## src/sv/accel_tilt_roll_pitch_unit_assert.svh

```systemverilog
// assertion macros used by the tilt unit top-level source
// no dependencies; expects a clock named clk and a reset named rst in scope
`ifndef ACCEL_TILT_ROLL_PITCH_UNIT_ASSERT_SVH
`define ACCEL_TILT_ROLL_PITCH_UNIT_ASSERT_SVH

// checked only outside reset
`define ATRP_ASSERT(lbl, prop, msg) \
  lbl: assert property (@(posedge clk) disable iff (rst) (prop)) else $error(msg);

// checked on every edge, reset included
`define ATRP_ASSERT_ALWAYS(lbl, prop, msg) \
  lbl: assert property (@(posedge clk) (prop)) else $error(msg);

`endif

```

## src/sv/atrp_pkg.sv

```systemverilog
// shared types, constants and elaboration-time arctangent table for the tilt unit
// no dependencies
package atrp_pkg;

  localparam int WORD_BITS    = 64;
  localparam int ROOT_BITS    = 32;
  localparam int REM_BITS     = 34;
  localparam int ANG_FRAC     = 44;
  localparam int ANG_BITS     = 48;
  localparam int CORDIC_STEPS = 48;
  localparam int NORM_STAGES  = 5;
  localparam int CLAMP_BITS   = 46;
  localparam int PROD_BITS    = 61;
  localparam int MAG_BITS     = 14;
  localparam int OUT_BITS     = 15;

  localparam logic signed [OUT_BITS-1:0] RIGHT_ANGLE = 15'sd9000;

  typedef logic [WORD_BITS-1:0]        word_t;
  typedef logic signed [WORD_BITS-1:0] sword_t;
  typedef logic [ROOT_BITS-1:0]        root_t;
  typedef logic [REM_BITS-1:0]         rem_t;
  typedef logic signed [ANG_BITS-1:0]  angle_t;

  // per-item side information that rides alongside the datapath
  typedef struct packed {
    logic neg;
    logic num_zero;
    logic den_zero;
  } tilt_flags_t;

  // bitwise restoring divide, used only when building constants
  function automatic word_t udiv(input word_t num, input word_t den);
    logic [WORD_BITS:0] r;
    word_t q;
    r = '0;
    q = '0;
    for (int b = WORD_BITS - 1; b >= 0; b--) begin
      r = {r[WORD_BITS-1:0], num[b]};
      if (r >= {1'b0, den}) begin
        r = r - {1'b0, den};
        q[b] = 1'b1;
      end
    end
    return q;
  endfunction

  // atan(1/m) in Q62 by the alternating series
  function automatic word_t atan_inv_q62(input word_t m);
    word_t p;
    word_t sum;
    word_t t;
    logic done;
    p = udiv(word_t'(1) << 62, m);
    sum = p;
    done = 1'b0;
    for (int k = 1; k < 64; k++) begin
      if (!done) begin
        p = udiv(p, m);
        p = udiv(p, m);
        if (p == '0) begin
          done = 1'b1;
        end else begin
          t = udiv(p, word_t'(2 * k + 1));
          if ((k & 1) != 0) begin
            sum = sum - t;
          end else begin
            sum = sum + t;
          end
        end
      end
    end
    return sum;
  endfunction

  // floor of atan(2^-i) in units where pi/4 is 2^ANG_FRAC
  function automatic word_t atan_entry(input int i);
    word_t qp;
    word_t r;
    word_t q;
    qp = (atan_inv_q62(word_t'(5)) << 2) - atan_inv_q62(word_t'(239));
    q = '0;
    if (i == 0) begin
      q = word_t'(1) << ANG_FRAC;
    end else begin
      r = atan_inv_q62(word_t'(1) << i);
      for (int b = 0; b < ANG_FRAC; b++) begin
        r = r << 1;
        q = q << 1;
        if (r >= qp) begin
          r = r - qp;
          q[0] = 1'b1;
        end
      end
    end
    return q;
  endfunction

endpackage

```

## src/sv/atrp_norm.sv

```systemverilog
// front end: magnitudes, squares, sum of squares and block normalisation
// depends on atrp_pkg
module atrp_norm #(
  parameter int SAMPLE_BITS = 16
) (
  input  logic                          clk,
  input  logic                          rst,
  input  logic                          en,
  input  logic                          in_valid,
  input  logic signed [SAMPLE_BITS:0]   num,
  input  logic signed [SAMPLE_BITS-1:0] a,
  input  logic signed [SAMPLE_BITS-1:0] b,
  output logic                          out_valid,
  output atrp_pkg::word_t               dsq,
  output atrp_pkg::word_t               n,
  output atrp_pkg::tilt_flags_t         flags
);

  localparam int SB = SAMPLE_BITS;
  localparam int SQ_BITS = 2 * SAMPLE_BITS;
  localparam int NS = atrp_pkg::NORM_STAGES;

  logic signed [SB:0] num_abs;
  logic signed [SB:0] a_ext;
  logic signed [SB:0] b_ext;
  logic signed [SB:0] a_abs;
  logic signed [SB:0] b_abs;

  logic [SB-1:0] mag_a;
  logic [SB-1:0] mag_b;
  logic [SB-1:0] mag_n1;
  logic          neg1;
  logic          v1;

  logic [SQ_BITS-1:0] sq_a;
  logic [SQ_BITS-1:0] sq_b;
  logic [SB-1:0]      mag_n2;
  logic               neg2;
  logic               v2;

  atrp_pkg::word_t       dsq3;
  atrp_pkg::word_t       n3;
  atrp_pkg::tilt_flags_t flags3;
  logic                  v3;

  atrp_pkg::word_t       nd [NS];
  atrp_pkg::word_t       nn [NS];
  atrp_pkg::tilt_flags_t nf [NS];
  logic                  nv [NS];

  // magnitudes of the three operands
  always_comb begin
    num_abs = num[SB] ? -num : num;
    a_ext   = {a[SB-1], a};
    b_ext   = {b[SB-1], b};
    a_abs   = a_ext[SB] ? -a_ext : a_ext;
    b_abs   = b_ext[SB] ? -b_ext : b_ext;
  end

  always_ff @(posedge clk) begin
    if (rst) begin
      v1 <= 1'b0;
      v2 <= 1'b0;
      v3 <= 1'b0;
    end else if (en) begin
      v1 <= in_valid;
      v2 <= v1;
      v3 <= v2;
    end
  end

  // stage 1 magnitudes, stage 2 squares, stage 3 sum
  always_ff @(posedge clk) begin
    if (en) begin
      mag_a  <= a_abs[SB-1:0];
      mag_b  <= b_abs[SB-1:0];
      mag_n1 <= num_abs[SB-1:0];
      neg1   <= num[SB];

      sq_a   <= mag_a * mag_a;
      sq_b   <= mag_b * mag_b;
      mag_n2 <= mag_n1;
      neg2   <= neg1;

      dsq3            <= atrp_pkg::WORD_BITS'(sq_a) + atrp_pkg::WORD_BITS'(sq_b);
      n3              <= atrp_pkg::WORD_BITS'(mag_n2);
      flags3.neg      <= neg2;
      flags3.num_zero <= (mag_n2 == '0);
      flags3.den_zero <= (sq_a == '0) && (sq_b == '0);
    end
  end

  // greedy normalisation: steps of 16, 8, 4, 2 and 1 doublings of the numerator
  for (genvar j = 0; j < NS; j++) begin : g_norm
    localparam int S = 16 >> j;
    localparam atrp_pkg::word_t DLIM = atrp_pkg::word_t'(1) << (62 - 2 * S);
    localparam atrp_pkg::word_t NLIM = atrp_pkg::word_t'(1) << (61 - S);

    atrp_pkg::word_t       d_src;
    atrp_pkg::word_t       n_src;
    atrp_pkg::tilt_flags_t f_src;
    logic                  v_src;
    logic                  take;

    if (j == 0) begin : g_first
      assign d_src = dsq3;
      assign n_src = n3;
      assign f_src = flags3;
      assign v_src = v3;
    end else begin : g_next
      assign d_src = nd[j-1];
      assign n_src = nn[j-1];
      assign f_src = nf[j-1];
      assign v_src = nv[j-1];
    end

    assign take = (d_src <= DLIM) && (n_src <= NLIM);

    always_ff @(posedge clk) begin
      if (rst) begin
        nv[j] <= 1'b0;
      end else if (en) begin
        nv[j] <= v_src;
      end
    end

    always_ff @(posedge clk) begin
      if (en) begin
        nd[j] <= take ? (d_src << (2 * S)) : d_src;
        nn[j] <= take ? (n_src << S) : n_src;
        nf[j] <= f_src;
      end
    end
  end

  assign out_valid = nv[NS-1];
  assign dsq       = nd[NS-1];
  assign n         = nn[NS-1];
  assign flags     = nf[NS-1];

endmodule

```

## config.mk

```make
export PLATFORM = sky130hd
export DESIGN_NAME = atrp_norm
export DESIGN_NICKNAME = d
export VERILOG_FILES = /design/src/sv/accel_tilt_roll_pitch_unit_assert.svh /design/src/sv/atrp_pkg.sv /design/src/sv/atrp_norm.sv
export SDC_FILE = /design/constraint.sdc
export NUM_CORES = 2
export LEC_CHECK = 0
export BUFFER_PORTS_ARGS = -buffer_cell sky130_fd_sc_hd__buf_2
export CORE_ASPECT_RATIO = 1.2
export CORE_MARGIN = 2
export CORE_UTILIZATION = 60
export DETAILED_ROUTE_END_ITERATION = 10
export PLACE_DENSITY_LB_ADDON = 0.15
export SYNTH_ARGS = -nofsm -noshare
export SYNTH_HDL_FRONTEND = slang
export SYNTH_SLANG_ARGS = --single-unit
```

## constraint.sdc

```tcl
create_clock -name clk -period 9.15 [get_ports clk]
set_clock_uncertainty 0.15 [all_clocks]
set_input_delay 1.83 -clock clk [delete_from_list [all_inputs] [get_ports clk]]
set_output_delay 1.83 -clock clk [all_outputs]
set_load 0.05 [all_outputs]
```

# ---- Word level (Yosys, flattened, before mapping)
# Memory sizes are Yosys's and may differ from the RTL's.
# Cells that the tools add are included.
dict set report totals {
  memories 4
  in_bits 53
  mem_bits_rw 660
  out_inout_bits 132
  elab_cells 76
  register_bits 216
  mem_bits_ro 0
  latch_bits 0
}
# memory words width read_ports rd_ports_with_merged_regs write_ports line
set mem_list {}
lappend mem_list {nd 5 64 5 0 5 atrp_norm.sv:46} ;# atrp_pkg::word_t nd [NS];
lappend mem_list {nn 5 64 5 0 5 atrp_norm.sv:47} ;# atrp_pkg::word_t nn [NS];
lappend mem_list {nf 5 3 5 0 5 atrp_norm.sv:48} ;# atrp_pkg::tilt_flags_t nf [NS];
lappend mem_list {nv 5 1 5 0 5 atrp_norm.sv:49} ;# logic nv [NS];
dict set report op_classes {
  multipliers 2
  div 0
  bitwise_logic 5
  n_eq_ne 0
  shifts 0
  addsub 4
  n_reduce_logical 9
  muxes 24
  magnitude_cmp 10
}
# cell n
set op_table {}
lappend op_table {{two-way mux 64 bit} 9}
lappend op_table {{less-or-equal comparator 64 x 61 -> 1 bit (second input constant)} 2}
lappend op_table {{less-or-equal comparator 64 x 31 -> 1 bit (second input constant)} 1}
lappend op_table {{less-or-equal comparator 64 x 47 -> 1 bit (second input constant)} 1}
lappend op_table {{less-or-equal comparator 64 x 54 -> 1 bit (second input constant)} 1}
lappend op_table {{less-or-equal comparator 64 x 55 -> 1 bit (second input constant)} 1}
lappend op_table {{less-or-equal comparator 64 x 58 -> 1 bit (second input constant)} 1}
lappend op_table {{less-or-equal comparator 64 x 59 -> 1 bit (second input constant)} 1}
lappend op_table {{less-or-equal comparator 64 x 60 -> 1 bit (second input constant)} 1}
lappend op_table {{logical NOT 32 bit} 2}
lappend op_table {{multiplier 16 x 16 -> 32 bit} 2}
lappend op_table {{negator 16 bit} 3}
lappend op_table {{less-or-equal comparator 16 x 46 -> 1 bit (second input constant)} 1}
lappend op_table {{adder 32 x 32 -> 33 bit} 1}
lappend op_table {{two-way mux 32 bit} 1}
lappend op_table {{two-way mux 15 bit} 2}
lappend op_table {{logical NOT 16 bit} 1}
lappend op_table {{two-way mux 16 bit} 1}
lappend op_table {{two-way mux 1 bit} 11}
lappend op_table {{logical AND 1 bit} 6}
lappend op_table {{OR 1 bit} 5}

# ---- Logic depth before layout (Yosys ltp)
dict set report logic_depth {
  word_depth 4
  depth_mapped 26
  depth_no_buf 24
}

# ---- Least setup slack after synthesis
# OpenSTA, ideal clock, no wires.
dict set report synth_path {
  path_kind {register to register}
  from {reg mag_b[4]}
  to {reg sq_b[28], data pin}
  path_buffers 2
  t_required_ps 8737
  path_slack_ps 2363
  setup_ps 263
  path_stages_with_launch 22
  arrival_ps 6374
  synth_period_minus_slack_ps 6787
  cell_sequence {edfxtp_1 clkbuf_1 clkbuf_1 nand2_1 fa_1 inv_1 fa_1 fa_1 fa_1 fa_1 inv_1 fa_1 inv_1 ha_1 a21o_1 a2111oi_4 o211ai_2 and3_4 a221o_1 a221o_1 a21oi_2 xnor2_1}
}
dict set report synth_between {
  elab_chain_len 1
}
# item line
set synth_lines {}
lappend synth_lines {{start: declaration} atrp_norm.sv:30} ;# logic [SB-1:0] mag_b;
lappend synth_lines {{start signal: assignment} atrp_norm.sv:76} ;# mag_b <= b_abs[SB-1:0];
lappend synth_lines {{multiplier 16 x 16 -> 32 bit} atrp_norm.sv:81} ;# sq_b <= mag_b * mag_b;
lappend synth_lines {{end signal: assignment} atrp_norm.sv:81}
lappend synth_lines {{end: declaration} atrp_norm.sv:36} ;# logic [SQ_BITS-1:0] sq_b;
# No other way between the ends.
# A chain may end at the register's enable or synchronous reset.

# ---- Worst setup path after layout
# Ends and elaborated chain as after synthesis.

==> metrics.md <==
| Metric | Value |
|---|---|
| Status | finished clean |
| CTS tree | built |
| Placed cell area | 47000 um2 |
| Setup WS pre-CTS | 1.90 ns |
| Type of origin of the critical path | flop |
| Max-slew headroom | 0.275 |
| Drt wl/cell | 17.2 um |
| Hold path start | flags3[0]$_DFFE_PP_ |
| Die Footprint | 77700 um2 |
| Setup TNS | 0 ns |
| Vias in the first global route | 27700 |
| Min cycle time layout | 7.19 ns |
| Yosys top cell area share | 0.483 |
| Crit path max fanout | 18 |
| Critical path class | flop to flop |
| P&R area growth vs syn | 8.85% |
| Worst hold path type | flop to flop |
| Worst slew pin tran | 1.09 ns |
| Clock Latency Late Sink | 0.63 ns |
| Core Rows | 110 |
| Share of cells above drive strength 1 | 0.130 |
| Routability cong. | 0.909 |
| Antenna violations before repair | 0 |
| N_diodes | 0 |
| Initial Util | 0.605 |
| R2r endpoint | sq_b[28]$_DFFE_PP_ |
| Final Hold Fails | 0 |
| Final ANT Viol Nets | 0 |
| Largest net degree at the start of global routing | 205 |
| Top cell types by occurrence after synthesis | 729 x edfxtp_1, 609 x nand2_1, 533 x inv_1, 328 x fa_1, 238 x ha_1 |
| Via count | 26600 |
| Io pins | 185 |
| Hold endpoint | nf[0][0]$_DFFE_PP_ |
| FMAX | 139 MHz |
| First-pass GRT wire length | 141000 um |
| FF-to-FF path depth | 21 |
| Most common cell in the netlist | edfxtp_1 |
| Gr ovfl total | 0 |
| Clock Sinks | 732 |
| Setup bufs post-CTS | 0 |
| Synth area leader | edfxtp_1 |
| Yosys cell types | 61 |
| Post_cts resized | 0 |
| Core Util, Final | 0.659 |
| Number of synthesized register bits | 732 |
| Clock root buffer master | clkbuf_16 |
| Via density | 5.34 |
| Async SR Flop Fraction | 0 |
| Die Y | 305 um |
| Slew Limit Fails | 0 |
| Gate Count Post-Synth | 3794 |
| GRT Overall Usage | 0.230 |
| Post-synth EDFFs | 729 |
| Synth area leaders | edfxtp_1 48%, fa_1 14%, ha_1 6.6% |
| Final Net Count | 4541 |
| Die width | 255 um |
| DRT iter0 DRCs | 1420 |
| Core box area | 74900 um2 |
| Final wirelength | 86000 um |
| Worst EP required | 9.37 ns |
| TritonCTS Buffers | 75 |
| Cts hold-fix bufs | 0 |
| Port Buffers | 167 |
| DP Wirelength | 65000 um |
| Yosys warning total | 0 |
| Clock tree buffer depth | 3 |
| Fillers | 5884 |
| # setup viols final | 0 |
| Period utilisation layout | 0.786 |
| Worst reg2reg path startpoint | mag_b[4]$_DFFE_PP_ |
| Register area share after synthesis | 0.484 |
| Drt pass-1 iters | 6 |
| CTS H-Tree Depth | 3 |
| Main synth FF type | edfxtp_1 |
| Kind of end point of the critical path | flop |
| Hold path cells | 0 |
| Drt drc | 0 |
| Cell Area, Synth | 45300 um2 |
| Fin area | 49300 um2 |
| Worst-path clk slew | 0.06 ns |
| Max-cap violations | 0 |
| Syn avg cell area | 11.9 um2 |
| Slack of the critical path | 1.96 ns |
| RSZ-0062 raised after global routing | no |
| Arrival time worst endpoint | 7.41 ns |
| R2R setup slack | 1.96 ns |
==> state kept, by name (all words and copies together) (netlist names) <==
| name | flops |
|---|---|
| dsq3 | 33 |
| flags3 | 3 |
| g_norm.n_src | 16 |
| g_norm.v_src | 1 |
| mag_a | 16 |
| mag_b | 16 |
| mag_n1 | 16 |
| mag_n2 | 16 |
| nd | 320 |
| neg1 | 1 |
| neg2 | 1 |
| nf | 15 |
| nn | 209 |
| nv | 5 |
| sq_a | 31 |
| sq_b | 31 |
| v1 | 1 |
| v2 | 1 |
==> cells in the final DEF, fill, tap and decap left out, drive strengths merged, types with 11 or more instances in the layout <==
master	synthesis	routed
a211oi	15	15
a21o	81	81
a21oi	65	65
and2	233	233
buf	50	182
clkbuf	98	93
clkinv	0	31
conb	1	18
edfxtp	729	729
fa	328	328
ha	238	238
inv	533	539
mux2	204	204
nand2	609	609
nand2b	14	14
nand3	22	22
nand4	28	28
nor2	84	84
nor2b	20	20
nor3	14	14
nor4	84	84
o21ai	59	59
o21bai	11	11
o31ai	12	12
or2	15	15
or3	15	15
xnor2	99	99
xor2	38	38
==> cells by family after synthesis <==
| logic type | count (synthesis) | share of synthesized area |
|---|---|---|
| compound gates | 300 | 0.0445 |
| xor+xnor | 137 | 0.0265 |
| fa+ha+maj | 566 | 0.211 |
| buf+inv | 681 | 0.0589 |
| flops | 732 | 0.484 |
| mux | 208 | 0.0516 |
| other cells | 1 | 0.0000828 |
| simple gates | 1169 | 0.123 |
==> worst max-delay path, cell delays in order, from the launching register on <==
cell and delay (ns):
edfxtp_1 0.69, and2_1 0.34, fa_1 0.54, inv_1 0.06, fa_1 0.53, inv_1 0.05
fa_1 0.55, fa_1 0.45, fa_1 0.54, inv_1 0.05, fa_1 0.52, inv_1 0.04
ha_1 0.37, a21o_1 0.19, a21o_1 0.21, a2111oi_4 0.35, o211ai_2 0.15, and3_4 0.22
a221o_1 0.38, a221o_1 0.34, a21oi_2 0.15, xnor2_1 0.07
==> cell type report <==
class / instances / area [um2] / share of cell area
inverters: 533 / 2000 / 0.0406
flip-flops and latches: 732 / 22000 / 0.445
multi-input cells: 2398 / 20800 / 0.421
repair buffers: 182 / 996 / 0.0202
well taps: 1008 / 1260 / 0.0256
clock inverters: 42 / 370 / 0.00751
clock buffers: 93 / 1970 / 0.0399
==> metal layers <==
layer / GRT usage / part of all wire
met2: 0.421 / 0.54
met1: 0.271 / 0.39
met4: 0.0990 / 0.040
met3: 0.0244 / 0.032
met5: 0 / 0
==> worst max-delay path by stage <==
stage                   startpoint            endpoint  slack [ns]  cells after the start
2_1_floorplan   mag_b[4]$_DFFE_PP_  sq_b[28]$_DFFE_PP_        2.36                     21
3_3_place_gp    mag_b[4]$_DFFE_PP_  sq_b[28]$_DFFE_PP_        2.04                     21
6_report        mag_b[4]$_DFFE_PP_  sq_b[28]$_DFFE_PP_        1.96                     21
4_1_cts        mag_b[12]$_DFFE_PP_  sq_b[28]$_DFFE_PP_        1.88                     22
5_1_grt        mag_b[12]$_DFFE_PP_  sq_b[28]$_DFFE_PP_        1.60                     22
3_5_place_dp   mag_b[12]$_DFFE_PP_  sq_b[28]$_DFFE_PP_        1.90                     22
==> through the flow <==
stage,hold WS (ns),std cells
2_1_floorplan,0.250,3811
5_1_grt,0.271,4988
3_5_place_dp,0.255,4853
4_1_cts,0.266,4988
3_3_place_gp,0.251,4853
6_report,0.264,4988
Power is left out: the tool's default activity adds up to more than one toggle a clock period on the data nets, which glitch-free logic cannot reach.
