**src/sv/accel_tilt_roll_pitch_unit_assert.svh**
```systemverilog
// assertion macros used by the tilt unit top-level source
// no dependencies; expects a clock named clk and a reset named rst in scope
`ifndef ACCEL_TILT_ROLL_PITCH_UNIT_ASSERT_SVH
`define ACCEL_TILT_ROLL_PITCH_UNIT_ASSERT_SVH

// checked only outside reset
`define ATRP_ASSERT(lbl, prop, msg) \
  lbl: assert property (@(posedge clk) disable iff (rst) (prop)) else $error(msg);

// checked on every edge, reset included
`define ATRP_ASSERT_ALWAYS(lbl, prop, msg) \
  lbl: assert property (@(posedge clk) (prop)) else $error(msg);

`endif

```
**src/sv/atrp_pkg.sv**
```systemverilog
// shared types, constants and elaboration-time arctangent table for the tilt unit
// no dependencies
package atrp_pkg;

  localparam int WORD_BITS    = 64;
  localparam int ROOT_BITS    = 32;
  localparam int REM_BITS     = 34;
  localparam int ANG_FRAC     = 44;
  localparam int ANG_BITS     = 48;
  localparam int CORDIC_STEPS = 48;
  localparam int NORM_STAGES  = 5;
  localparam int CLAMP_BITS   = 46;
  localparam int PROD_BITS    = 61;
  localparam int MAG_BITS     = 14;
  localparam int OUT_BITS     = 15;

  localparam logic signed [OUT_BITS-1:0] RIGHT_ANGLE = 15'sd9000;

  typedef logic [WORD_BITS-1:0]        word_t;
  typedef logic signed [WORD_BITS-1:0] sword_t;
  typedef logic [ROOT_BITS-1:0]        root_t;
  typedef logic [REM_BITS-1:0]         rem_t;
  typedef logic signed [ANG_BITS-1:0]  angle_t;

  // per-item side information that rides alongside the datapath
  typedef struct packed {
    logic neg;
    logic num_zero;
    logic den_zero;
  } tilt_flags_t;

  // bitwise restoring divide, used only when building constants
  function automatic word_t udiv(input word_t num, input word_t den);
    logic [WORD_BITS:0] r;
    word_t q;
    r = '0;
    q = '0;
    for (int b = WORD_BITS - 1; b >= 0; b--) begin
      r = {r[WORD_BITS-1:0], num[b]};
      if (r >= {1'b0, den}) begin
        r = r - {1'b0, den};
        q[b] = 1'b1;
      end
    end
    return q;
  endfunction

  // atan(1/m) in Q62 by the alternating series
  function automatic word_t atan_inv_q62(input word_t m);
    word_t p;
    word_t sum;
    word_t t;
    logic done;
    p = udiv(word_t'(1) << 62, m);
    sum = p;
    done = 1'b0;
    for (int k = 1; k < 64; k++) begin
      if (!done) begin
        p = udiv(p, m);
        p = udiv(p, m);
        if (p == '0) begin
          done = 1'b1;
        end else begin
          t = udiv(p, word_t'(2 * k + 1));
          if ((k & 1) != 0) begin
            sum = sum - t;
          end else begin
            sum = sum + t;
          end
        end
      end
    end
    return sum;
  endfunction

  // floor of atan(2^-i) in units where pi/4 is 2^ANG_FRAC
  function automatic word_t atan_entry(input int i);
    word_t qp;
    word_t r;
    word_t q;
    qp = (atan_inv_q62(word_t'(5)) << 2) - atan_inv_q62(word_t'(239));
    q = '0;
    if (i == 0) begin
      q = word_t'(1) << ANG_FRAC;
    end else begin
      r = atan_inv_q62(word_t'(1) << i);
      for (int b = 0; b < ANG_FRAC; b++) begin
        r = r << 1;
        q = q << 1;
        if (r >= qp) begin
          r = r - qp;
          q[0] = 1'b1;
        end
      end
    end
    return q;
  endfunction

endpackage

```
**src/sv/atrp_scale.sv**
```systemverilog
// back end: clamp, scale to centidegrees with rounding, sign and special cases
// depends on atrp_pkg
module atrp_scale (
  input  logic                                 clk,
  input  logic                                 rst,
  input  logic                                 en,
  input  logic                                 in_valid,
  input  atrp_pkg::angle_t                     angle,
  input  atrp_pkg::tilt_flags_t                flags_in,
  output logic                                 out_valid,
  output logic signed [atrp_pkg::OUT_BITS-1:0] centideg
);

  localparam int CB = atrp_pkg::CLAMP_BITS;
  localparam int PB = atrp_pkg::PROD_BITS;
  localparam int MB = atrp_pkg::MAG_BITS;
  localparam int SHIFT = atrp_pkg::ANG_FRAC + 2;
  localparam atrp_pkg::angle_t ZMAX = atrp_pkg::angle_t'(1) <<< (atrp_pkg::ANG_FRAC + 1);
  localparam logic [PB-1:0] HALF = PB'(1) << (atrp_pkg::ANG_FRAC + 1);

  logic [CB-1:0]         zc;
  atrp_pkg::tilt_flags_t f1;
  logic                  v1;

  logic [PB-1:0]         prod_hi;
  logic [PB-1:0]         prod_lo;
  atrp_pkg::tilt_flags_t f2;
  logic                  v2;

  logic [PB-1:0]         prod_sum;
  logic [MB-1:0]         mag3;
  atrp_pkg::tilt_flags_t f3;
  logic                  v3;

  logic signed [atrp_pkg::OUT_BITS-1:0] mag_s;
  logic signed [atrp_pkg::OUT_BITS-1:0] result;

  assign prod_sum = prod_hi + prod_lo;

  // final selection: zero numerator, zero denominator, else signed magnitude
  always_comb begin
    mag_s = $signed({1'b0, mag3});
    if (f3.num_zero) begin
      result = '0;
    end else if (f3.den_zero) begin
      result = f3.neg ? -atrp_pkg::RIGHT_ANGLE : atrp_pkg::RIGHT_ANGLE;
    end else begin
      result = f3.neg ? -mag_s : mag_s;
    end
  end

  always_ff @(posedge clk) begin
    if (rst) begin
      v1        <= 1'b0;
      v2        <= 1'b0;
      v3        <= 1'b0;
      out_valid <= 1'b0;
    end else if (en) begin
      v1        <= in_valid;
      v2        <= v1;
      v3        <= v2;
      out_valid <= v3;
    end
  end

  always_ff @(posedge clk) begin
    if (en) begin
      // clamp to zero..half pi
      if (angle < 0) begin
        zc <= '0;
      end else if (angle > ZMAX) begin
        zc <= ZMAX[CB-1:0];
      end else begin
        zc <= angle[CB-1:0];
      end
      f1 <= flags_in;

      // times 18000 as shifted terms, plus the rounding half
      prod_hi <= (PB'(zc) << 14) + (PB'(zc) << 10);
      prod_lo <= (PB'(zc) << 9) + (PB'(zc) << 6) + (PB'(zc) << 4) + HALF;
      f2      <= f1;

      mag3 <= prod_sum[SHIFT +: MB];
      f3   <= f2;

      centideg <= result;
    end
  end

endmodule

```
**config.mk**
```make
export PLATFORM = sky130hd
export DESIGN_NAME = atrp_scale
export DESIGN_NICKNAME = d
export VERILOG_FILES = /design/src/sv/accel_tilt_roll_pitch_unit_assert.svh /design/src/sv/atrp_pkg.sv /design/src/sv/atrp_scale.sv
export SDC_FILE = /design/constraint.sdc
export NUM_CORES = 1
export LEC_CHECK = 0
export BUFFER_PORTS_ARGS = -buffer_cell sky130_fd_sc_hd__clkbuf_2
export CORE_MARGIN = 2
export CORE_UTILIZATION = 57
export DETAILED_ROUTE_END_ITERATION = 10
export HOLD_SLACK_MARGIN = 0.02
export PLACE_DENSITY = 0.71
export SYNTH_ARGS = -nofsm -noshare
export SYNTH_HDL_FRONTEND = slang
export SYNTH_SLANG_ARGS = --single-unit
```
**constraint.sdc**
```tcl
create_clock -name clk -period 4.25 [get_ports clk]
set_clock_uncertainty 0.15 [all_clocks]
set_input_delay 0.425 -clock clk [delete_from_list [all_inputs] [get_ports clk]]
set_output_delay 0.425 -clock clk [all_outputs]
set_load 0.02 [all_outputs]
```
**After elaboration in Yosys (flattened, before gate mapping)**

Index checks and enable logic that the tools add are counted.

- Register bits after elaboration: 206
- Bits of input ports: 55
- Output and inout bits: 16
- Word-level logic and storage cells: 32

- $add $sub $neg: 6
- $lt $le $gt $ge: 2
- Mux-type cells: 4
- Reductions and logical operators: 1

Operators by type and width:

| cell | number |
|---|---|
| 60-bit by 56-bit adder with 60-bit output | 1 |
| 60-bit by 58-bit adder with 60-bit output | 1 |
| 57-bit by 46-bit adder with 58-bit output, second input constant | 1 |
| 56-bit by 50-bit adder with 57-bit output | 1 |
| 55-bit by 52-bit adder with 56-bit output | 1 |
| 48-bit by 47-bit greater-than comparator with 1-bit output, second input constant | 1 |
| 48-bit by 1-bit < comparator with 1-bit output, second input constant | 1 |
| 46-bit two-way mux | 1 |
| 15-bit two-way mux | 3 |
| 14-bit negator with 15-bit output | 1 |
| 2-bit OR reduction | 1 |

**Longest topological paths before layout**

Gate-level depths: netlist (run 1).

- Word-level depth: 3
- Depth in mapped cells: 15
- Mapped depth without buffers: 14

**Worst setup path after synthesis (run 1)**

Ideal clock, no wire load.

- Path kind: register to register
- Start point: register zc[5]
- End point: register prod_lo[40], data pin
- Setup time: 259 ps
- Data arrival time: 3470 ps
- Required time: 3841 ps
- Path slack: 371 ps
- Cell stages (with the launch flop): 15
- Buffers on the path: 0
- Period minus slack after synthesis: 3879 ps
- Cell sequence: edfxtp_1 inv_1 fa_1 inv_1 ha_1 ha_1 nand2_1 o211ai_1 nand3_1 and4_1 o41a_1 o31ai_1 a21o_1 a21oi_1 xnor2_1

- Word-level cells in the longest chain between the ends: 3

Ends and longest elaborated chain:

| what | line | RTL |
|---|---|---|
| start: declaration | atrp_scale.sv:21 | `logic [CB-1:0] zc;` |
| start signal: assignment | atrp_scale.sv:72 | `zc <= ZMAX[CB-1:0];` |
| start signal: assignment | atrp_scale.sv:74 | `zc <= angle[CB-1:0];` |
| 55-bit by 52-bit adder with 56-bit output | atrp_scale.sv:80 | `prod_lo <= (PB'(zc) << 9) + (PB'(zc) << 6) + (PB'(zc) << 4) + HALF;` |
| 56-bit by 50-bit adder with 57-bit output * | atrp_scale.sv:80 |  |
| 57-bit by 46-bit adder with 58-bit output * | atrp_scale.sv:80 |  |
| end signal: assignment | atrp_scale.sv:80 |  |
| end: declaration | atrp_scale.sv:26 | `logic [PB-1:0] prod_lo;` |

Every way passes the cells marked *; elsewhere a longest branch is shown, timed or not.
A chain may end at the register's enable or synchronous reset.

**Worst setup path in the final report (run 1)**

- Start point: register zc[7]
- End point: register prod_lo[50], data pin

The elaborated chain is that of the path after synthesis.

==> impl_metrics.json, run 1 <==
{
  "avgViaCountPerCell": 5.83,
  "r2r_slack_ns": 0.12,
  "fin_nets": 1876,
  "io_pins": 71,
  "grt_util_all_layers_pct": 25.0,
  "yosysWarnings": 0,
  "hp-start": "in_valid",
  "dpl.hpwl_mm": 26.6,
  "avgSynthCellArea_sq_um": 9.99,
  "start_util_pct": 58.4,
  "drive_gt1_share_pct": 11.6,
  "grt_overflow_total": 0,
  "vias": 11309,
  "grt_pass1_wl_mm": 53.0,
  "seq_area_frac_synth_pct": 37.1,
  "hold_class": "primary input to flip-flop",
  "finalCritPeriodShare_pct": 97.1,
  "diodes": 0,
  "syn_area_sq_um": 14800,
  "synth_nets": 1760,
  "cp_max_fo": 5,
  "power_leakage_nw": 7.45,
  "cp.arrival_ns": 4.17,
  "synth_edf_count": 180,
  "dpl_cell_area_sq_um": 15800,
  "path_class": "flip-flop to flip-flop",
  "irDropWorstVdd_v": 0.000259,
  "power_density_nw_per_um2": 545,
  "hold_viol_final": 0,
  "wl_per_cell_microns": 17.1,
  "htreeDepth": 4,
  "critPathCaptureType": "flip-flop",
  "ys.flop_type": "edfxtp_1",
  "fp.dieArea_sq_um": 27300,
  "synthArstFlopShare_pct": 0,
  "drt_first_pass_iters": 5,
  "startpoint_type": "flip-flop",
  "synth_seq_cells": 184,
  "finalNonFillerCells": 1940,
  "routed_wirelength_mm": 33.1,
  "place.gp.congestion": 0.938,
  "worst_slew_pin_slew_ns": 0.928,
  "placedCellCount": 1898,
  "drv_cap": 0,
  "final_area_sq_um": 16600,
  "ys_types": 71,
  "final_antenna_net_count": 0,
  "synthCells": 1481,
  "setup-violations-final": 0,
  "r2r-start": "zc[7]",
  "clk_pin_slew_ns": 0.09,
  "rows": 58,
  "holdPathEnd": "v1",
  "hold_path_depth": 3,
  "final_core_util_pct": 65.5,
  "slew_violations": 0,
  "clockBufferDepth": 2,
  "fmax_mhz": 242,
  "period_needed_ns": 4.13,
  "final_cell_mix": "180 x ha_1, 180 x edfxtp_1, 147 x inv_1, 136 x a21oi_1, 81 x nor2_1",
  "numCtsBuffers": 17,
  "drtIter0Drc": 971,
  "cts_tree": "built",
  "outcome": "finished clean",
  "required_ns": 4.30,
  "detail_route.drc_violations": 0,
  "hold_slack_ns": 0.0699,
  "setup_tns_ns": 0,
  "clock-sinks": 184,
  "grt_pass1_vias": 10596,
  "portBuffers": 70,
  "rr_endpoint": "prod_lo[50]",
  "coreArea_sq_um": 25300,
  "syn_to_final_growth_pct": 12.1,
  "fp.dieH_microns": 165,
  "clk_latency_ns": 0.45,
  "grt_max_degree": 101,
  "ff2ff_path_depth": 16,
  "antenna_found_initial": 2,
  "die_w_microns": 165,
  "clockRootBuffer": "clkbuf_16",
  "maxSlewHeadroom_pct": 38.2
}
==> metrics by stage <==
step / total power, W / worst slack [ns]
finish: 0.00903 / 0.124
global route: 0.00967 / -0.0282
CTS: 0.00895 / 0.0331
detailed placement: 0.00723 / 0.0424
global placement: 0.00714 / 0.116
floorplan: 0.00604 / 0.371
==> registers in the layout, summed over array words and instances (netlist names) <==
signal and count:
centideg 15, mag3 14, f1 3, zc 46
prod_lo 48, f2 3, f3 3, v2 1
v3 1, out_valid 1, v1 1, prod_hi 48
==> synth_stat cells (10+ instances only) <==
library cell | count | share of area [%]
and3_1 | 15 | 0.63
and2_1 | 53 | 2.2
a21oi_1 | 139 | 4.7
nand2_1 | 76 | 1.9
nor3_1 | 26 | 0.88
ha_1 | 182 | 15
inv_1 | 151 | 3.8
nor3b_1 | 10 | 0.51
a31oi_1 | 13 | 0.55
fa_1 | 42 | 5.7
nand3_1 | 38 | 1.3
nor4_1 | 15 | 0.63
nor2b_1 | 18 | 0.76
clkbuf_1 | 25 | 0.63
nor2_1 | 82 | 2.1
o21ai_0 | 66 | 2.2
xor2_1 | 35 | 2.1
nand2b_1 | 18 | 0.76
a21o_1 | 76 | 3.9
nand4_1 | 25 | 1.1
edfxtp_1 | 180 | 37
xnor2_1 | 58 | 3.4
==> logic make-up (layout without fill, tap and decap cells) <==
group	count (synthesis)	in the layout	synth area share (%)
AND/OR/NAND/NOR	400	400	14.1
AO/OA/AOI/OAI	393	393	17.3
adder cells (fa/ha/maj)	224	224	21.1
flip-flops	184	184	37.1
buffers and inverters	181	310	4.63
XOR/XNOR	93	93	5.50
multiplexers	6	6	0.414
==> per-layer routing <==
| layer | wire (microns) | global-route usage [%] | share of wire [%] | vias to the layer above |
|---|---|---|---|---|
| met1 | 16700 | 37.8 | 50 | 5243 |
| met2 | 14100 | 37.6 | 42 | 351 |
| met5 | 0 | 0 | 0 | - |
| met4 | 488 | 6.28 | 1.5 | 0 |
| li1 | - | - | - | 5676 |
| met3 | 1850 | 3.82 | 5.6 | 39 |
==> cell type report <==
| cell class | count | area [sq um] |
|---|---|---|
| clock inverter | 15 | 213 |
| tap | 330 | 413 |
| fill | 1991 | 8740 |
| timing repair buffer | 127 | 807 |
| clock buffer | 17 | 425 |
| sequential | 184 | 5490 |
| inverter | 151 | 567 |
| multi-input combinational | 1116 | 8680 |
==> where the power goes <==
part           switching [W]  internal [W]  total, W
registers           0.000229       0.00263   0.00286
clock network       0.000852      0.000822   0.00167
logic                0.00260       0.00190   0.00450
==> worst max-delay path: stages, from the launching register on <==
cell and delay (ns):
edfxtp_1 0.39, inv_1 0.12, fa_1 0.53, inv_1 0.04, ha_1 0.29, ha_1 0.39, a21oi_1 0.29, a21o_1 0.16
o2bb2ai_1 0.14, o31ai_1 0.11, buf_4 0.16, a31oi_4 0.18, o21ai_2 0.11, buf_4 0.16, a311o_1 0.35, a31oi_1 0.21
xnor2_1 0.08
==> how the worst max path moves through the flow <==
stage / start / end
after floorplan: zc[5] / prod_lo[40]
after global placement: zc[6] / prod_lo[45]
after detailed placement: zc[6] / prod_lo[45]
after CTS: zc[19] / prod_lo[54]
after global routing: zc[7] / prod_lo[50]
final: zc[7] / prod_lo[50]
==> timing repair <==
item                                   CTS  global route
setup endpoints to repair                1            17
gates resized for setup                  2            13
buffers inserted                         0             6
pin swaps                                0             2
hold buffers                             4             0
endpoints found under the hold margin    4             0
gates cloned                             0             0
Note: power is estimated with default switching activity, not from simulation.
==> inputs of run 2 (changes only) <==
BUFFER_PORTS_ARGS = -buffer_cell sky130_fd_sc_hd__buf_2   (was -buffer_cell sky130_fd_sc_hd__clkbuf_2)
==> run 2 against run 1 <==
Compared with the run above: combinational power rose by 2%; clock power barely moved; via count rose by 1.1%; sequential share of layout area fell by 0.15 points; critical endpoint is now prod_lo[54]; largest power group unchanged; highest routed layer is now met5.
==> impl_metrics.json, run 2 (synthesized netlist as in run 1, its figures left out) <==
{
  "hold_path_depth": 3,
  "portBuffers": 70,
  "drv_cap": 0,
  "finalPower_w": 0.00914,
  "fill_cells": 1989,
  "grt_util_all_layers_pct": 25.1,
  "critPathCaptureType": "flip-flop",
  "avgViaCountPerCell": 5.87,
  "clock-sinks": 184,
  "pwr-share-clk_pct": 18.6,
  "r2r-start": "zc[3]",
  "fin_ws_ns": 0.101,
  "antenna_found_initial": 3,
  "hp-start": "in_valid",
  "routed_wirelength_mm": 33.4,
  "cts_tree": "built",
  "final_cell_mix": "180 x edfxtp_1, 179 x ha_1, 151 x inv_1, 136 x a21oi_1, 81 x nor2_1",
  "clockRootBuffer": "clkbuf_16",
  "p_switching_w": 0.00373,
  "numCtsBuffers": 17,
  "largest_registers": "prod_hi x48, prod_lo x48, zc x46",
  "cp_max_fo": 5,
  "rr_endpoint": "prod_lo[54]",
  "holdPathEnd": "v1",
  "rows": 58,
  "final_common_cell": "edfxtp_1",
  "combPwrFrac_pct": 50.1,
  "grt_pass1_wl_mm": 53.6,
  "p_int_w": 0.00541,
  "final_antenna_net_count": 0,
  "slew_violations": 0,
  "worst_slew_pin_slew_ns": 0.849,
  "dpl.hpwl_mm": 26.8,
  "power_leakage_nw": 7.47,
  "power_density_nw_per_um2": 548,
  "vias": 11432,
  "maxSlewHeadroom_pct": 43.4,
  "clk_latency_ns": 0.44,
  "drive_gt1_share_pct": 11.8,
  "fmax_mhz": 241,
  "ff2ff_path_depth": 16,
  "post-place-ws_ns": -0.0180,
  "io_pins": 71,
  "p_sw_share_pct": 40.8,
  "htreeDepth": 4,
  "finalCritPeriodShare_pct": 97.6,
  "grt_overflow_total": 0,
  "fp.dieArea_sq_um": 27300,
  "place.gp.congestion": 0.928,
  "path_class": "flip-flop to flip-flop",
  "final_area_sq_um": 16700,
  "period_needed_ns": 4.15,
  "drtIter0Drc": 959,
  "startpoint_type": "flip-flop",
  "syn_to_final_growth_pct": 12.6,
  "pwr-share-seq_pct": 31.3,
  "hold_viol_final": 0,
  "required_ns": 4.35,
  "grt_pass1_vias": 10819,
  "wl_per_cell_microns": 17.2,
  "die_w_microns": 165,
  "irDropWorstVdd_v": 0.000282,
  "dpl_cell_area_sq_um": 15900,
  "cp.arrival_ns": 4.25,
  "hold_slack_ns": 0.0773,
  "setup-violations-final": 0,
  "hold_class": "primary input to flip-flop",
  "clockBufferDepth": 2,
  "clk_pin_slew_ns": 0.09,
  "start_util_pct": 58.4,
  "detail_route.drc_violations": 0,
  "fin_nets": 1882,
  "grt_max_degree": 93,
  "fp.dieH_microns": 165,
  "diodes": 0,
  "r2r_slack_ns": 0.10,
  "drt_first_pass_iters": 5,
  "coreArea_sq_um": 25300,
  "outcome": "finished clean"
}
## run 2: power groups by stage
stage / Clock [W] / Sequential (W) / Combinational, W
global route: 0.00180 / 0.00290 / 0.00509
floorplan: 0 / 0.00282 / 0.00322
global placement: 0 / 0.00288 / 0.00430
CTS: 0.00172 / 0.00286 / 0.00445
detailed placement: 0 / 0.00290 / 0.00439
finish: 0.00170 / 0.00286 / 0.00458
## run 2: worst max path at each step
stage           from          end  slack, ns  cells after the start
3_5_place_dp   zc[3]  prod_lo[48]      -0.02                     17
4_1_cts        zc[7]  prod_lo[45]       0.04                     15
3_3_place_gp   zc[3]  prod_lo[48]       0.10                     17
2_1_floorplan  zc[5]  prod_lo[40]       0.37                     14
6_report       zc[3]  prod_lo[54]       0.10                     16
5_1_grt        zc[3]  prod_lo[54]     -0.008                     16
## run 2: layout make-up
class                   instances  area (sq um)  share of cell area, %
inverters                     151           567                   3.40
well taps                     330           413                   2.48
multi-input cells            1116          8700                   52.2
clock buffers                  17           425                   2.55
repair buffers                133           852                   5.11
clock inverters                15           215                   1.29
flip-flops and latches        184          5490                   32.9
## run 2: metrics by stage
step | util (%) | instances | TNS [ns]
after floorplan | - | 1481 | 0
after global placement | 62.7 | 1906 | 0
after detailed placement | 62.7 | 1906 | -0.0180
after CTS | 65.4 | 1942 | 0
after global routing | 65.8 | 1946 | -0.00796
final | 65.8 | 1946 | 0
## run 2: worst max-delay path, cell delays in order, from the launching register on
cell,delay (ns)
edfxtp_1,0.50
buf_4,0.19
fa_1,0.41
ha_1,0.29
ha_1,0.35
nand4_2,0.14
o221ai_2,0.22
o2bb2ai_1,0.09
buf_4,0.15
o31ai_2,0.24
buf_4,0.17
a31oi_4,0.09
o21ai_2,0.17
buf_4,0.15
a311o_1,0.24
a31oi_1,0.10
a311oi_1,0.30
## run 2: repair_timing
| action | CTS | global route |
|---|---|---|
| hold buffers | 4 | 0 |
| setup endpoints to repair | 1 | 15 |
| buffers inserted | 0 | 4 |
| gates cloned | 0 | 0 |
| pin swaps | 0 | 10 |
| resized for setup | 1 | 11 |
| endpoints found under the hold margin | 7 | 0 |
## run 2: metal layers
layer | up-vias | wire length, microns | part of all wire (%) | track usage (%)
met5 | - | 17 | 0.051 | 0
met4 | 2 | 450 | 1.3 | 6.25
met3 | 32 | 2010 | 6.0 | 3.12
met2 | 354 | 14200 | 42 | 38.3
met1 | 5362 | 16800 | 50 | 38.1
li1 | 5682 | - | - | -
==> inputs of run 3 (changes only) <==
BUFFER_PORTS_ARGS = unset   (was -buffer_cell sky130_fd_sc_hd__buf_2)
DONT_BUFFER_PORTS = 1   (was unset)
PLACE_DENSITY = 0.68   (was 0.71)
==> run 3 against run 2 <==
Compared with the run above: final cell count is 2.1% lower; core utilization hardly changed; global-route usage is 0.38 points higher; die area stayed put; via count is 2.5% lower; first-iteration DRC count is 28% lower; worst setup slack better by 0.048 ns; sequential cell count stayed put; combinational power is 3% lower; maximum frequency is 1.2% higher.
==> impl_metrics.json, run 3 (synthesized netlist as in run 1, its figures left out) <==
{
  "outcome": "finished clean",
  "cpPeakStageDelay_ns": 0.51,
  "grt_util_all_layers_pct": 25.5,
  "crit_chain": "inv_1 -> fa_1 -> inv_1 -> ha_1 -> ha_1 -> nand4_2 -> o221ai_2 -> o2bb2ai_2 -> o31ai_2 -> a31oi_2 -> o21ai_2 -> buf_4 -> a311o_1 -> a31oi_1 -> a311oi_1",
  "avgViaCountPerCell": 5.85,
  "clock-sinks": 184,
  "htreeDepth": 4,
  "final_core_util_pct": 65.8,
  "diodes": 0,
  "portBuffers": 0,
  "fp.dieH_microns": 165,
  "rsz0062_at_grt": "yes",
  "fp.dieArea_sq_um": 27300,
  "cts_tree": "built",
  "fmax_mhz": 244,
  "pwr-share-clk_pct": 18.8,
  "final_antenna_net_count": 0,
  "path_class": "flip-flop to flip-flop",
  "combPwrFrac_pct": 49.2,
  "drtIter0Drc": 694,
  "cp_slowest_cell": "fa_1",
  "drive_gt1_share_pct": 7.17,
  "die_w_microns": 165,
  "power_density_nw_per_um2": 543,
  "slew_violations": 0,
  "finalCritPeriodShare_pct": 96.5,
  "rows": 58,
  "dpl.hpwl_mm": 26.3,
  "irDropWorstVdd_v": 0.000268,
  "routed_wirelength_mm": 34.0,
  "clockRootBuffer": "clkbuf_16",
  "vias": 11149,
  "cp_max_fo": 4,
  "finalPower_w": 0.00904,
  "required_ns": 4.36,
  "p_int_w": 0.00536,
  "placedCellCount": 1823,
  "final_cell_mix": "180 x ha_1, 180 x edfxtp_1, 150 x inv_1, 137 x a21oi_1, 82 x nor2_1",
  "place.gp.congestion": 0.922,
  "p_sw_share_pct": 40.7,
  "numCtsBuffers": 17,
  "coreArea_sq_um": 25300,
  "setup_tns_ns": 0,
  "drt_first_pass_iters": 5,
  "syn_to_final_growth_pct": 12.6,
  "antenna_found_initial": 0,
  "drv_cap": 0,
  "grt_overflow_total": 0,
  "wl_per_cell_microns": 17.8,
  "grt_pass1_vias": 10642,
  "hold_viol_final": 0,
  "hold_class": "primary input to flip-flop",
  "startpoint_type": "flip-flop",
  "power_leakage_nw": 7.32,
  "hold_slack_ns": 0.0374,
  "detail_route.drc_violations": 0,
  "clockBufferDepth": 2,
  "setup-violations-final": 0,
  "pwr-share-seq_pct": 32.0,
  "start_util_pct": 58.4,
  "grt_max_degree": 185,
  "cp.arrival_ns": 4.21,
  "p_switching_w": 0.00368,
  "critPathCaptureType": "flip-flop",
  "fin_nets": 1842,
  "finalNonFillerCells": 1906,
  "io_pins": 71,
  "largest_registers": "prod_hi x48, prod_lo x48, zc x46",
  "worst_slew_pin_slew_ns": 0.674,
  "maxSlewHeadroom_pct": 53.9,
  "period_needed_ns": 4.10,
  "grt_pass1_wl_mm": 53.9,
  "clk_latency_ns": 0.45,
  "clk_pin_slew_ns": 0.08
}
run 3: changes by cell type in the layout (fill, tap and decap cells not counted), sizes merged:
cell         change
inv              -2
clkinv           +2
dlygate4sd3     +37
buf             -77
run 3: timing repair:
action,in CTS,in global routing
gates resized for setup,1,12
endpoints found under the hold margin,222,51
pin swaps,0,4
hold buffers,40,4
setup endpoints to repair,2,17
buffers inserted,0,7
run 3: routing by layer:
layer	vias to the layer above	part of all wire, %	track usage [%]
li1	5592	-	-
met1	5231	52	39.8
met2	289	41	36.7
met3	37	4.9	5.00
met4	0	1.5	5.38
met5	-	0	0
run 3: final timing paths:
check	from	endpoint	slack, ns	cells after the start
max	zc[5]	prod_lo[54]	0.15	15
min	angle[15]	zc[15]	0.04	1
max reg2reg	zc[5]	prod_lo[54]	0.15	15
min reg2reg	f1[0]	f2[0]	0.28	0
run 3: area by class of cell:
| type | count | area, sq um |
|---|---|---|
| Inverter | 151 | 567 |
| Clock buffer | 17 | 425 |
| Multi-Input combinational cell | 1116 | 8690 |
| Tap cell | 330 | 413 |
| Fill cell | 1965 | 8670 |
| Timing Repair Buffer | 93 | 861 |
| Clock inverter | 15 | 213 |
| Sequential cell | 184 | 5490 |
run 3: critical path: cells and delay by family, from the launching register on:
family / cells / cell delay (ns)
AO/OA/AOI/OAI: 8 / 1.68
adder cells (fa/ha/maj): 3 / 1.20
buffers and inverters: 3 / 0.32
flip-flops: 1 / 0.38
AND/OR/NAND/NOR: 1 / 0.17
run 3: power by group through the flow:
stage / sequential, W / clock [W] / combinational, W
after floorplan: 0.00282 / 0 / 0.00322
after global routing: 0.00294 / 0.00180 / 0.00498
after CTS: 0.00289 / 0.00173 / 0.00430
final: 0.00289 / 0.00170 / 0.00445
after global placement: 0.00291 / 0 / 0.00419
after detailed placement: 0.00293 / 0 / 0.00422
run 3: metrics by stage:
step / area, sq um / setup WS (ns)
global route: 16700 / -0.0626
global placement: 15400 / 0.105
floorplan: 14800 / 0.371
detailed placement: 15400 / -0.0204
finish: 16700 / 0.149
CTS: 16500 / 0.00104
